==> src/sv/tts_pkg.sv <==
`timescale 1ns / 1ps
`default_nettype none

package tts_pkg;

    localparam int MaxTasks    = 8;
    localparam int IdxW        = (MaxTasks > 1) ? $clog2(MaxTasks) : 1;
    localparam int CountW      = $clog2(MaxTasks + 1);
    localparam int ResultLimit = 8;
    localparam int RunIdxW     = $clog2(ResultLimit);
    localparam int RunCntW     = $clog2(ResultLimit + 1);

    localparam logic [1:0] ActAdd      = 2'd0;
    localparam logic [1:0] ActTick     = 2'd1;
    localparam logic [1:0] ActDispatch = 2'd2;
    localparam logic [1:0] ActDelete   = 2'd3;

    localparam logic [1:0] StatOk      = 2'd0;
    localparam logic [1:0] StatFull    = 2'd1;
    localparam logic [1:0] StatBadSlot = 2'd2;
    localparam logic [1:0] StatNone    = 2'd3;

    typedef struct packed {
        logic [1:0]  action;
        logic [7:0]  task_tag;
        logic [15:0] delay_ticks;
        logic [15:0] period_ticks;
        logic [2:0]  slot_index;
    } t_in_word;

    typedef struct packed {
        logic        run_valid;
        logic [7:0]  task_out;
        logic [1:0]  status;
        logic [3:0]  entry_count;
        logic        last;
    } t_out_word;

    typedef struct packed {
        logic [7:0]  tag;
        logic [15:0] delay;
        logic [15:0] period;
        logic [7:0]  pending;
    } t_entry;

    typedef struct packed {
        logic load;
        logic tick;
        logic shift;
        logic consume;
    } t_cell_cmd;

endpackage

`default_nettype wire

==> src/sv/tts_cell.sv <==
`timescale 1ns / 1ps
`default_nettype none

module tts_cell (
    input  wire                 i_clk,
    input  tts_pkg::t_cell_cmd  i_cmd,
    input  tts_pkg::t_entry     i_load,
    input  tts_pkg::t_entry     i_next,
    output tts_pkg::t_entry     o_entry
);

    tts_pkg::t_entry r_entry;
    tts_pkg::t_entry n_entry;

    always_comb begin
        n_entry = r_entry;
        if (i_cmd.load) begin
            n_entry = i_load;
        end else if (i_cmd.shift) begin
            n_entry = i_next;
        end else if (i_cmd.consume) begin
            n_entry.pending = r_entry.pending - 8'd1;
        end else if (i_cmd.tick) begin
            if (r_entry.delay != 16'd0) begin
                n_entry.delay = r_entry.delay - 16'd1;
            end else begin
                n_entry.delay = r_entry.period;
                if (r_entry.pending != 8'hFF) begin
                    n_entry.pending = r_entry.pending + 8'd1;
                end
            end
        end
    end

    always_ff @(posedge i_clk) begin
        r_entry <= n_entry;
    end

    assign o_entry = r_entry;

endmodule

`default_nettype wire

==> src/sv/tick_task_scheduler_table.sv <==
// Time-triggered task table built as a row of entry cells.
// Input channel: i_in_valid / o_in_ready carry one command word (add, tick,
// dispatch, delete). Output channel: o_out_valid / i_out_ready carry result
// words; the final word of each command has last set.
// Add, tick and delete act on the cells in the accepting cycle (add loads the
// next free cell, tick steps the live entries, delete shifts the later ones
// down) and present their single result word on the next cycle.
// Dispatch walks the table one entry per cycle with a cursor; a one-shot
// entry that runs is removed by shifting every later cell down by one in
// that same cycle. The walk stops at the end of the table or after 8 runs,
// and the collected run words (at most 8) then drain one per cycle while
// the receiver keeps up.
// Only one command is in the block at a time; the next word is taken once
// the last result has left or is leaving the output register.
// Reset empties the table and the output register; entry contents are
// not cleared. A stalled receiver holds the output word and stops the
// drain and the input side alike.
`timescale 1ns / 1ps
`default_nettype none

module tick_task_scheduler_table (
    input  wire                 i_clk,
    input  wire                 i_rst_n,
    input  wire                 i_in_valid,
    output logic                o_in_ready,
    input  tts_pkg::t_in_word   i_in_word,
    output logic                o_out_valid,
    input  wire                 i_out_ready,
    output tts_pkg::t_out_word  o_out_word
);

    localparam logic [1:0] StIdle  = 2'd0;
    localparam logic [1:0] StWalk  = 2'd1;
    localparam logic [1:0] StDrain = 2'd2;

    logic [1:0]                   r_state;
    logic [1:0]                   n_state;
    logic [tts_pkg::CountW-1:0]   r_count;
    logic [tts_pkg::CountW-1:0]   n_count;
    logic [tts_pkg::CountW-1:0]   r_idx;
    logic [tts_pkg::CountW-1:0]   n_idx;
    logic [tts_pkg::RunCntW-1:0]  r_n;
    logic [tts_pkg::RunCntW-1:0]  n_n;
    logic [tts_pkg::RunCntW-1:0]  r_rd;
    logic [tts_pkg::RunCntW-1:0]  n_rd;
    logic                         r_out_valid;
    logic                         n_out_valid;
    tts_pkg::t_out_word           r_out;
    tts_pkg::t_out_word           n_out;
    logic [7:0]                   r_runs [tts_pkg::ResultLimit];
    logic                         w_run_we;
    logic                         w_in_acc;
    logic                         w_last;
    tts_pkg::t_entry              w_sel;
    tts_pkg::t_entry              w_load;
    tts_pkg::t_entry              w_entry [tts_pkg::MaxTasks];
    tts_pkg::t_cell_cmd           w_cmd   [tts_pkg::MaxTasks];

    assign w_load.tag     = i_in_word.task_tag;
    assign w_load.delay   = i_in_word.delay_ticks;
    assign w_load.period  = i_in_word.period_ticks;
    assign w_load.pending = 8'd0;

    genvar g;
    generate
        for (g = 0; g < tts_pkg::MaxTasks; g++) begin : g_cell
            tts_pkg::t_entry w_next;
            if (g + 1 < tts_pkg::MaxTasks) begin : g_mid
                assign w_next = w_entry[g + 1];
            end else begin : g_end
                assign w_next = '0;
            end
            tts_cell u_cell (
                .i_clk   (i_clk),
                .i_cmd   (w_cmd[g]),
                .i_load  (w_load),
                .i_next  (w_next),
                .o_entry (w_entry[g])
            );
        end
    endgenerate

    assign o_in_ready = (r_state == StIdle) && (!r_out_valid || i_out_ready);
    assign w_in_acc   = i_in_valid && o_in_ready;
    assign w_sel      = w_entry[r_idx[tts_pkg::IdxW-1:0]];
    assign w_last     = (r_n == '0) || (tts_pkg::RunCntW'(r_rd + 1'b1) == r_n);

    always_comb begin
        n_state     = r_state;
        n_count     = r_count;
        n_idx       = r_idx;
        n_n         = r_n;
        n_rd        = r_rd;
        n_out_valid = r_out_valid && !i_out_ready;
        n_out       = r_out;
        w_run_we    = 1'b0;
        for (int i = 0; i < tts_pkg::MaxTasks; i++) begin
            w_cmd[i] = '0;
        end
        case (r_state)
            StIdle: begin
                if (w_in_acc) begin
                    n_out.run_valid = 1'b0;
                    n_out.task_out  = 8'd0;
                    n_out.status    = tts_pkg::StatOk;
                    n_out.last      = 1'b1;
                    n_out_valid     = 1'b1;
                    case (i_in_word.action)
                        tts_pkg::ActAdd: begin
                            if (32'(r_count) < tts_pkg::MaxTasks) begin
                                for (int i = 0; i < tts_pkg::MaxTasks; i++) begin
                                    if (32'(i) == 32'(r_count)) begin
                                        w_cmd[i].load = 1'b1;
                                    end
                                end
                                n_count = r_count + 1'b1;
                            end else begin
                                n_out.status = tts_pkg::StatFull;
                            end
                        end
                        tts_pkg::ActTick: begin
                            for (int i = 0; i < tts_pkg::MaxTasks; i++) begin
                                if (32'(i) < 32'(r_count)) begin
                                    w_cmd[i].tick = 1'b1;
                                end
                            end
                        end
                        tts_pkg::ActDispatch: begin
                            n_out_valid = 1'b0;
                            n_state     = StWalk;
                            n_idx       = '0;
                            n_n         = '0;
                        end
                        default: begin
                            if (32'(i_in_word.slot_index) < 32'(r_count)) begin
                                for (int i = 0; i < tts_pkg::MaxTasks; i++) begin
                                    if (32'(i) >= 32'(i_in_word.slot_index)) begin
                                        w_cmd[i].shift = 1'b1;
                                    end
                                end
                                n_count = r_count - 1'b1;
                            end else begin
                                n_out.status = tts_pkg::StatBadSlot;
                            end
                        end
                    endcase
                    n_out.entry_count = 4'(n_count);
                end
            end
            StWalk: begin
                if ((r_idx < r_count) && (32'(r_n) < tts_pkg::ResultLimit)) begin
                    if (w_sel.pending != 8'd0) begin
                        w_run_we = 1'b1;
                        n_n      = r_n + 1'b1;
                        if (w_sel.period == 16'd0) begin
                            for (int i = 0; i < tts_pkg::MaxTasks; i++) begin
                                if (32'(i) >= 32'(r_idx)) begin
                                    w_cmd[i].shift = 1'b1;
                                end
                            end
                            n_count = r_count - 1'b1;
                        end else begin
                            for (int i = 0; i < tts_pkg::MaxTasks; i++) begin
                                if (32'(i) == 32'(r_idx)) begin
                                    w_cmd[i].consume = 1'b1;
                                end
                            end
                            n_idx = r_idx + 1'b1;
                        end
                    end else begin
                        n_idx = r_idx + 1'b1;
                    end
                end else begin
                    n_state = StDrain;
                    n_rd    = '0;
                end
            end
            StDrain: begin
                if (!r_out_valid || i_out_ready) begin
                    n_out_valid       = 1'b1;
                    n_out.run_valid   = (r_n != '0);
                    n_out.task_out    = (r_n != '0) ? r_runs[r_rd[tts_pkg::RunIdxW-1:0]]
                                                    : 8'd0;
                    n_out.status      = (r_n != '0) ? tts_pkg::StatOk : tts_pkg::StatNone;
                    n_out.entry_count = 4'(r_count);
                    n_out.last        = w_last;
                    n_rd              = r_rd + 1'b1;
                    if (w_last) begin
                        n_state = StIdle;
                    end
                end
            end
            default: begin
                n_state = StIdle;
            end
        endcase
    end

    always_ff @(posedge i_clk) begin
        if (!i_rst_n) begin
            r_state     <= StIdle;
            r_count     <= '0;
            r_idx       <= '0;
            r_n         <= '0;
            r_rd        <= '0;
            r_out_valid <= 1'b0;
        end else begin
            r_state     <= n_state;
            r_count     <= n_count;
            r_idx       <= n_idx;
            r_n         <= n_n;
            r_rd        <= n_rd;
            r_out_valid <= n_out_valid;
        end
    end

    always_ff @(posedge i_clk) begin
        r_out <= n_out;
        if (w_run_we) begin
            r_runs[r_n[tts_pkg::RunIdxW-1:0]] <= w_sel.tag;
        end
    end

    assign o_out_valid = r_out_valid;
    assign o_out_word  = r_out;

    a_count_range: assert property (@(posedge i_clk) disable iff (!i_rst_n)
        32'(r_count) <= tts_pkg::MaxTasks)
        else $error("entry count exceeds table size");

    a_dispatch_walk: assert property (@(posedge i_clk) disable iff (!i_rst_n)
        (w_in_acc && (i_in_word.action == tts_pkg::ActDispatch)) |=> (r_state == StWalk))
        else $error("dispatch did not start the walk");

    a_run_status: assert property (@(posedge i_clk) disable iff (!i_rst_n)
        (o_out_valid && o_out_word.run_valid) |-> (o_out_word.status == tts_pkg::StatOk))
        else $error("run word with non-ok status");

    a_drain_end: assert property (@(posedge i_clk) disable iff (!i_rst_n)
        ((r_state == StDrain) && (n_state == StIdle)) |=> (o_out_valid && o_out_word.last))
        else $error("drain ended without a last word");

    a_run_limit: assert property (@(posedge i_clk) disable iff (!i_rst_n)
        (r_state == StWalk) |-> (32'(r_n) <= tts_pkg::ResultLimit))
        else $error("run buffer overflow");

endmodule

`default_nettype wire

==> config.mk <==
export PLATFORM = sky130hd
export DESIGN_NAME = tick_task_scheduler_table
export DESIGN_NICKNAME = d
export VERILOG_FILES = /design/src/sv/tts_pkg.sv /design/src/sv/tts_cell.sv /design/src/sv/tick_task_scheduler_table.sv
export SDC_FILE = /design/constraint.sdc
export NUM_CORES = 1
export LEC_CHECK = 0
export ABC_CLOCK_PERIOD_IN_PS = 12150
export BUFFER_PORTS_ARGS = -buffer_cell sky130_fd_sc_hd__buf_2
export CAP_MARGIN = 20
export CORE_ASPECT_RATIO = 2
export CORE_UTILIZATION = 35
export CTS_BUF_LIST = sky130_fd_sc_hd__clkbuf_4 sky130_fd_sc_hd__clkbuf_8
export CTS_CLUSTER_DIAMETER = 30
export CTS_CLUSTER_SIZE = 24
export DETAILED_ROUTE_END_ITERATION = 7
export SYNTH_ARGS = -nofsm -noshare
export SYNTH_HDL_FRONTEND = slang
export SYNTH_HIERARCHICAL = 1
export SYNTH_SLANG_ARGS = --single-unit
==> constraint.sdc <==
create_clock -name i_clk -period 12.15 [get_ports i_clk]
set_input_delay 0 -clock i_clk [delete_from_list [all_inputs] [get_ports i_clk]]
set_output_delay 0 -clock i_clk [all_outputs]
set_load 0.1 [all_outputs]
Yosys cells after proc, flatten, opt, wreduce, memory -nomap -nowiden

Memories as Yosys holds them, arrays and structs flattened. A register that Yosys moved wholly into a read port is not among the register bits.
Cells that the tools add are included.

Magnitude comparators: 28
Muxes and demuxes: 287
Add/subtract/negate cells: 29
Reductions and logical operators: 84
Bitwise logic cells: 1
Equality and inequality tests: 52

Operators by type and width:

| cell                                                                 | count |
|---|---|
| 16-bit two-way mux                                                   | 42 |
| 48-bit two-way mux                                                   | 10 |
| 8-bit two-way mux                                                    | 49 |
| 48-bit binary-select mux with 3-bit select                           | 1 |
| 16-bit nonzero test                                                  | 8 |
| 16-bit by 1-bit subtractor with 16-bit output, second input constant | 8 |
| 1-bit two-way mux                                                    | 112 |
| 3-bit nonzero test                                                   | 22 |
| 8-bit by 1-bit adder with 8-bit output, second input constant        | 8 |
| 8-bit != test, second input constant                                 | 8 |
| 8-bit by 1-bit subtractor with 8-bit output, second input constant   | 8 |
| 2-bit two-way mux                                                    | 31 |
| 4-bit two-way mux                                                    | 15 |
| 3-bit by 1-bit != test with 1-bit output, second input constant      | 15 |
| 4-bit one-hot mux with 2 select lines                                | 5 |
| 3-bit by 4-bit equality test with 1-bit output, first input constant | 8 |
| 16-bit one-hot mux with 2 select lines                               | 1 |
| 3-bit two-way mux                                                    | 10 |
| 3-bit AND reduction                                                  | 10 |
| 2-bit nonzero test                                                   | 13 |
| 5-bit AND reduction                                                  | 4 |
| 1-bit one-hot mux with 2 select lines                                | 9 |
| 4-bit by 1-bit adder with 4-bit output, second input constant        | 4 |
| 2-bit by 4-bit equality test with 1-bit output, first input constant | 4 |
| other kinds (35)                                                     | 76 |

Bits in registers: 419
Memory bits (writable): 64
Output and inout bits: 18
Memories kept: 1

Memories:

| name   | words | width | read ports | clocked after memory_dff | write ports | line                            | text |
|---|---|---|---|---|---|---|---|
| r_runs | 8     | 8     | 1          | 1                        | 1           | tick_task_scheduler_table.sv:50 | `logic [7:0] r_runs [tts_pkg::ResultLimit];` |

Longest topological paths before layout

Word-level depth: 12
Depth in mapped cells: 16
Mapped depth without buffers: 15

Modules after synthesis

Netlist, hierarchy kept.

Modules (own cells, without submodules):

| module                           | sequential area each (µm²) | area an instance (µm²) | instances | cells an instance |
|---|---|---|---|---|
| tts_cell at g_cell[4].u_cell ... | 1,441.4                    | 3,011.6                | 4         | 270 |
| tts_cell at g_cell[0].u_cell ... | 1,441.4                    | 2,946.6                | 3         | 262 |
| tick_task_scheduler_table        | 2,842.7                    | 6,050.8                | 1         | 560 |
| tts_cell at g_cell[3].u_cell     | 1,441.4                    | 2,979.1                | 1         | 267 |

Worst setup path before layout

Ideal clock, no wire load.

Path type: register to register
Start: reg r_count[1] (netlist bit)
End: reg g_cell[1].u_cell.r_entry (netlist bit g_cell[1].u_cell/o_entry[24]) (enable)
Stages on the path, launching flop included: 14
Setup time: 0.367 ns
Setup slack: 7.289 ns
Arrival: 4.494 ns
Path buffers: 2
Data required time: 11.783 ns
Period minus slack after synthesis: 4.861 ns
Cell sequence: dfxtp_1 > clkbuf_1 > inv_1 > ha_1 > a21o_1 > a21o_1 > a2111oi_4 > o2111ai_1 > nand2b_1 > o31ai_1 > nor2_1 > inv_1 > clkbuf_1 > a21o_1

RTL lines:

| what                   | line                             | text |
|---|---|---|
| from (decl)            | tick_task_scheduler_table.sv:38  | `logic [tts_pkg::CountW-1:0] r_count;` |
| from (signal assigned) | tick_task_scheduler_table.sv:209 | `r_count <= n_count;` |
| to (signal assigned)   | tts_cell.sv:36                   | `r_entry <= n_entry;` |
| to (decl)              | tts_cell.sv:12                   | `tts_pkg::t_entry r_entry;` |

==> results.json <==
{
  "synthDistinctLibCells": 81,
  "dp_hpwl_um": 76440,
  "r2r_slack_ns": 6.63,
  "tns_ns": 0,
  "cts_tree": "done",
  "synthArstFlopShare": 0,
  "worstSetupEndpointType": "flop",
  "clockBufferDepth": 3,
  "hold_class": "input port to flop",
  "area_growth_pct": 13.21,
  "critPathKind": "flop to flop",
  "numPortBuffers": 66,
  "synth_edf_count": 464,
  "cts-hold-fix-buffers": 45,
  "die_area_sq_um": 86720,
  "seq_area_sq_um": 14380,
  "syn_inst": 2693,
  "clk_latency_ns": 0.75,
  "fmax_mhz": 181.2,
  "die-height_um": 415.5,
  "slew_headroom": 0.1619,
  "multi_input_area_sq_um": 14980,
  "cts_setup_buffers": 0,
  "drv_cap": 0,
  "num-nets-final": 3043,
  "wl_um": 99060,
  "final_cells": 4036,
  "powerDensity_nw_per_um2": 113.5,
  "cts_buffers": 77,
  "slew_viol_final": 0,
  "vias_per_cell": 5.758,
  "grt_max_degree": 47,
  "peakVddDrop_mv": 0.06103,
  "run_status": "completed",
  "drcViolationCount": 0,
  "hold_depth": 6,
  "grt_pass1_wl_um": 147700,
  "drt_iter0_drc": 1425,
  "clk_pin_slew_ns": 0.08,
  "worstPathRequired_ns": 12.51,
  "reg2reg_depth": 13,
  "core_sq_um": 84640,
  "ios": 67,
  "setup_violations": 0,
  "vias": 23240,
  "die_w_um": 208.7,
  "cts_resized": 0,
  "antenna_found_initial": 4,
  "placedCellCount": 3849,
  "rsz0062_at_grt": "false",
  "ys_warn_count": 6,
  "period_share": 0.4541,
  "syn_area_per_cell_sq_um": 11.11,
  "startpoint_type": "flop",
  "ys_seq_area_frac": 0.4805,
  "ant_nets": 0,
  "ctsHtreeMaxLevel": 3,
  "syn-cell-area_sq_um": 29920,
  "wl_per_cell_um": 24.54,
  "cts.sinks": 486,
  "synth_ff_type": "edfxtp_1",
  "cts_root_buf": "clkbuf_8",
  "initial_core_util": 0.3534,
  "ys_ff_latch": 486,
  "core.rowCount": 151,
  "crit_arrival_ns": 5.88,
  "grt.total_usage": 0.2276,
  "tightestPinTransition_ns": 1.246,
  "fin_worst_skew_ns": 0.05287,
  "reg2reg_to": "g_cell[3].u_cell/o_entry[26]$_DFFE_PP_",
  "final_hold_viol_count": 0,
  "power_leakage_uw": 0.01151,
  "drtPass1Iterations": 6,
  "drive_above_1_share": 0.1920,
  "layout_min_cycle_time_ns": 5.518,
  "cp_max_fo": 45,
  "holdPathEnd": "r_n[0]$_SDFFE_PN0P_",
  "r2r-start": "r_idx[0]$_SDFFE_PN0P_",
  "overflow": 0,
  "min_from": "i_in_word[43]",
  "gp_congestion": 0.9576,
  "nFillCells": 8264,
  "grt_pass1_vias": 24440
}
worst max-delay path by stage:
stage,start,endpoint,slack [ns],depth (start not counted)
finish,r_idx[0]$_SDFFE_PN0P_,g_cell[3].u_cell/o_entry[26]$_DFFE_PP_,6.63,13
global route,r_count[1]$_SDFFE_PN0P_,g_cell[7].u_cell/o_entry[7]$_DFFE_PP_,6.32,13
CTS,r_idx[0]$_SDFFE_PN0P_,g_cell[3].u_cell/o_entry[34]$_DFFE_PP_,6.64,13
detailed placement,r_idx[0]$_SDFFE_PN0P_,g_cell[3].u_cell/o_entry[31]$_DFFE_PP_,6.68,13
global placement,r_idx[0]$_SDFFE_PN0P_,g_cell[3].u_cell/o_entry[34]$_DFFE_PP_,6.63,13
floorplan,r_count[1]$_SDFFE_PN0P_,g_cell[1].u_cell/o_entry[24]$_DFFE_PP_,7.29,13
final cells by class:
type,instances,area share
antenna,2,0.0001478
inverter,98,0.01086
clock inverter,57,0.01714
timing repair buffer,154,0.03258
clock buffer,83,0.03281
multi-input combinational,2085,0.4424
sequential,486,0.4245
tap,1071,0.03957
where the power goes:
group	leakage, uW	switching (uW)	total [uW]	internal [uW]
logic	0.00627	213	326	112
registers	0.00439	43.6	1920	1880
clock network	0.000851	791	1600	805
cells in the final DEF, fill, tap and decap left out, types with 23 or more instances in the layout:
| master | n |
|---|---|
| mux2i_1 | 53 |
| conb_1 | 112 |
| o21a_1 | 30 |
| o21ai_0 | 224 |
| a21o_1 | 23 |
| o22ai_1 | 58 |
| xor2_1 | 30 |
| nand3_1 | 55 |
| nor2b_1 | 34 |
| buf_2 | 66 |
| dlygate4sd3_1 | 45 |
| nor3_1 | 80 |
| ha_1 | 84 |
| buf_4 | 43 |
| edfxtp_1 | 464 |
| o21ai_1 | 48 |
| clkbuf_8 | 78 |
| xnor2_1 | 47 |
| nor4_1 | 63 |
| a211oi_1 | 27 |
| inv_1 | 96 |
| mux2_2 | 212 |
| a22oi_1 | 87 |
| nand2_1 | 142 |
| a21oi_1 | 120 |
| nor2_1 | 143 |
| mux4_2 | 32 |
state kept, by name (all words and copies together) (netlist names), 2 cells and up, named ones only:
name / count
g_cell.u_cell/o_entry: 384
o_out_word: 16
r_count: 4
r_idx: 4
r_n: 4
r_rd: 4
r_runs: 64
r_state: 2
critical path: stages (launching register included):
cell and delay [ns]:
dfxtp_2 0.32, buf_4 0.60, nor4b_1 0.65, nand3_1 0.16, a211o_1 0.39, a21oi_1 0.62, o2111ai_1 0.32, nand2b_1 0.30
o21ai_0 0.15, buf_4 0.24, nor2_2 0.19, clkinv_1 0.13, buf_4 0.39, a21o_1 0.62
logic make-up (layout without fill, tap and decap cells):
logic type,count (synthesis),count (layout),synth area share
other,1,114,0.0001254
XOR/XNOR,77,77,0.02254
AND/OR/NAND/NOR,721,721,0.1331
multiplexers,297,297,0.1216
adder cells (fa/ha/maj),92,92,0.04049
buffers and inverters,233,392,0.03446
flip-flops,486,486,0.4805
AO/OA/AOI/OAI,786,786,0.1672
stage by stage:
step                      area, sq um  power (uW)  utilization  worst slack, ns  hold WS, ns
after detailed placement        31720        2267       0.3748            6.676       0.3803
after global routing            33870        3961       0.4001            6.316       0.1512
after CTS                       33860        3876       0.4001            6.642      0.03073
final                           33870        3842       0.4001            6.632       0.1057
after floorplan                 30330        2150            -            7.289       0.2011
after global placement          31710        2264       0.3747            6.630       0.3803
cells in the mapped netlist (all sizes together) (58+ instances only):
cell,count,area (sq um)
mux2,212,2387
nor4,67,449.2
clkbuf,94,352.8
nor3,91,495.5
ha,84,1051
edfxtp,464,13930
o21ai,273,1370
inv,96,360.4
nor2,146,550.5
a21oi,123,626.9
a22oi,87,653.1
nand2,142,533.0
o22ai,58,362.9
per-layer routing:
metal | vias to the layer above | track usage | share of wire
met1 | 11280 | 0.1955 | 0.31
met2 | 751 | 0.4594 | 0.57
met3 | 341 | 0.02901 | 0.037
met4 | 0 | 0.1762 | 0.081
met5 | - | 0 | 0
li1 | 10870 | - | -
No activity file was read; power rests on OpenSTA's default activity.
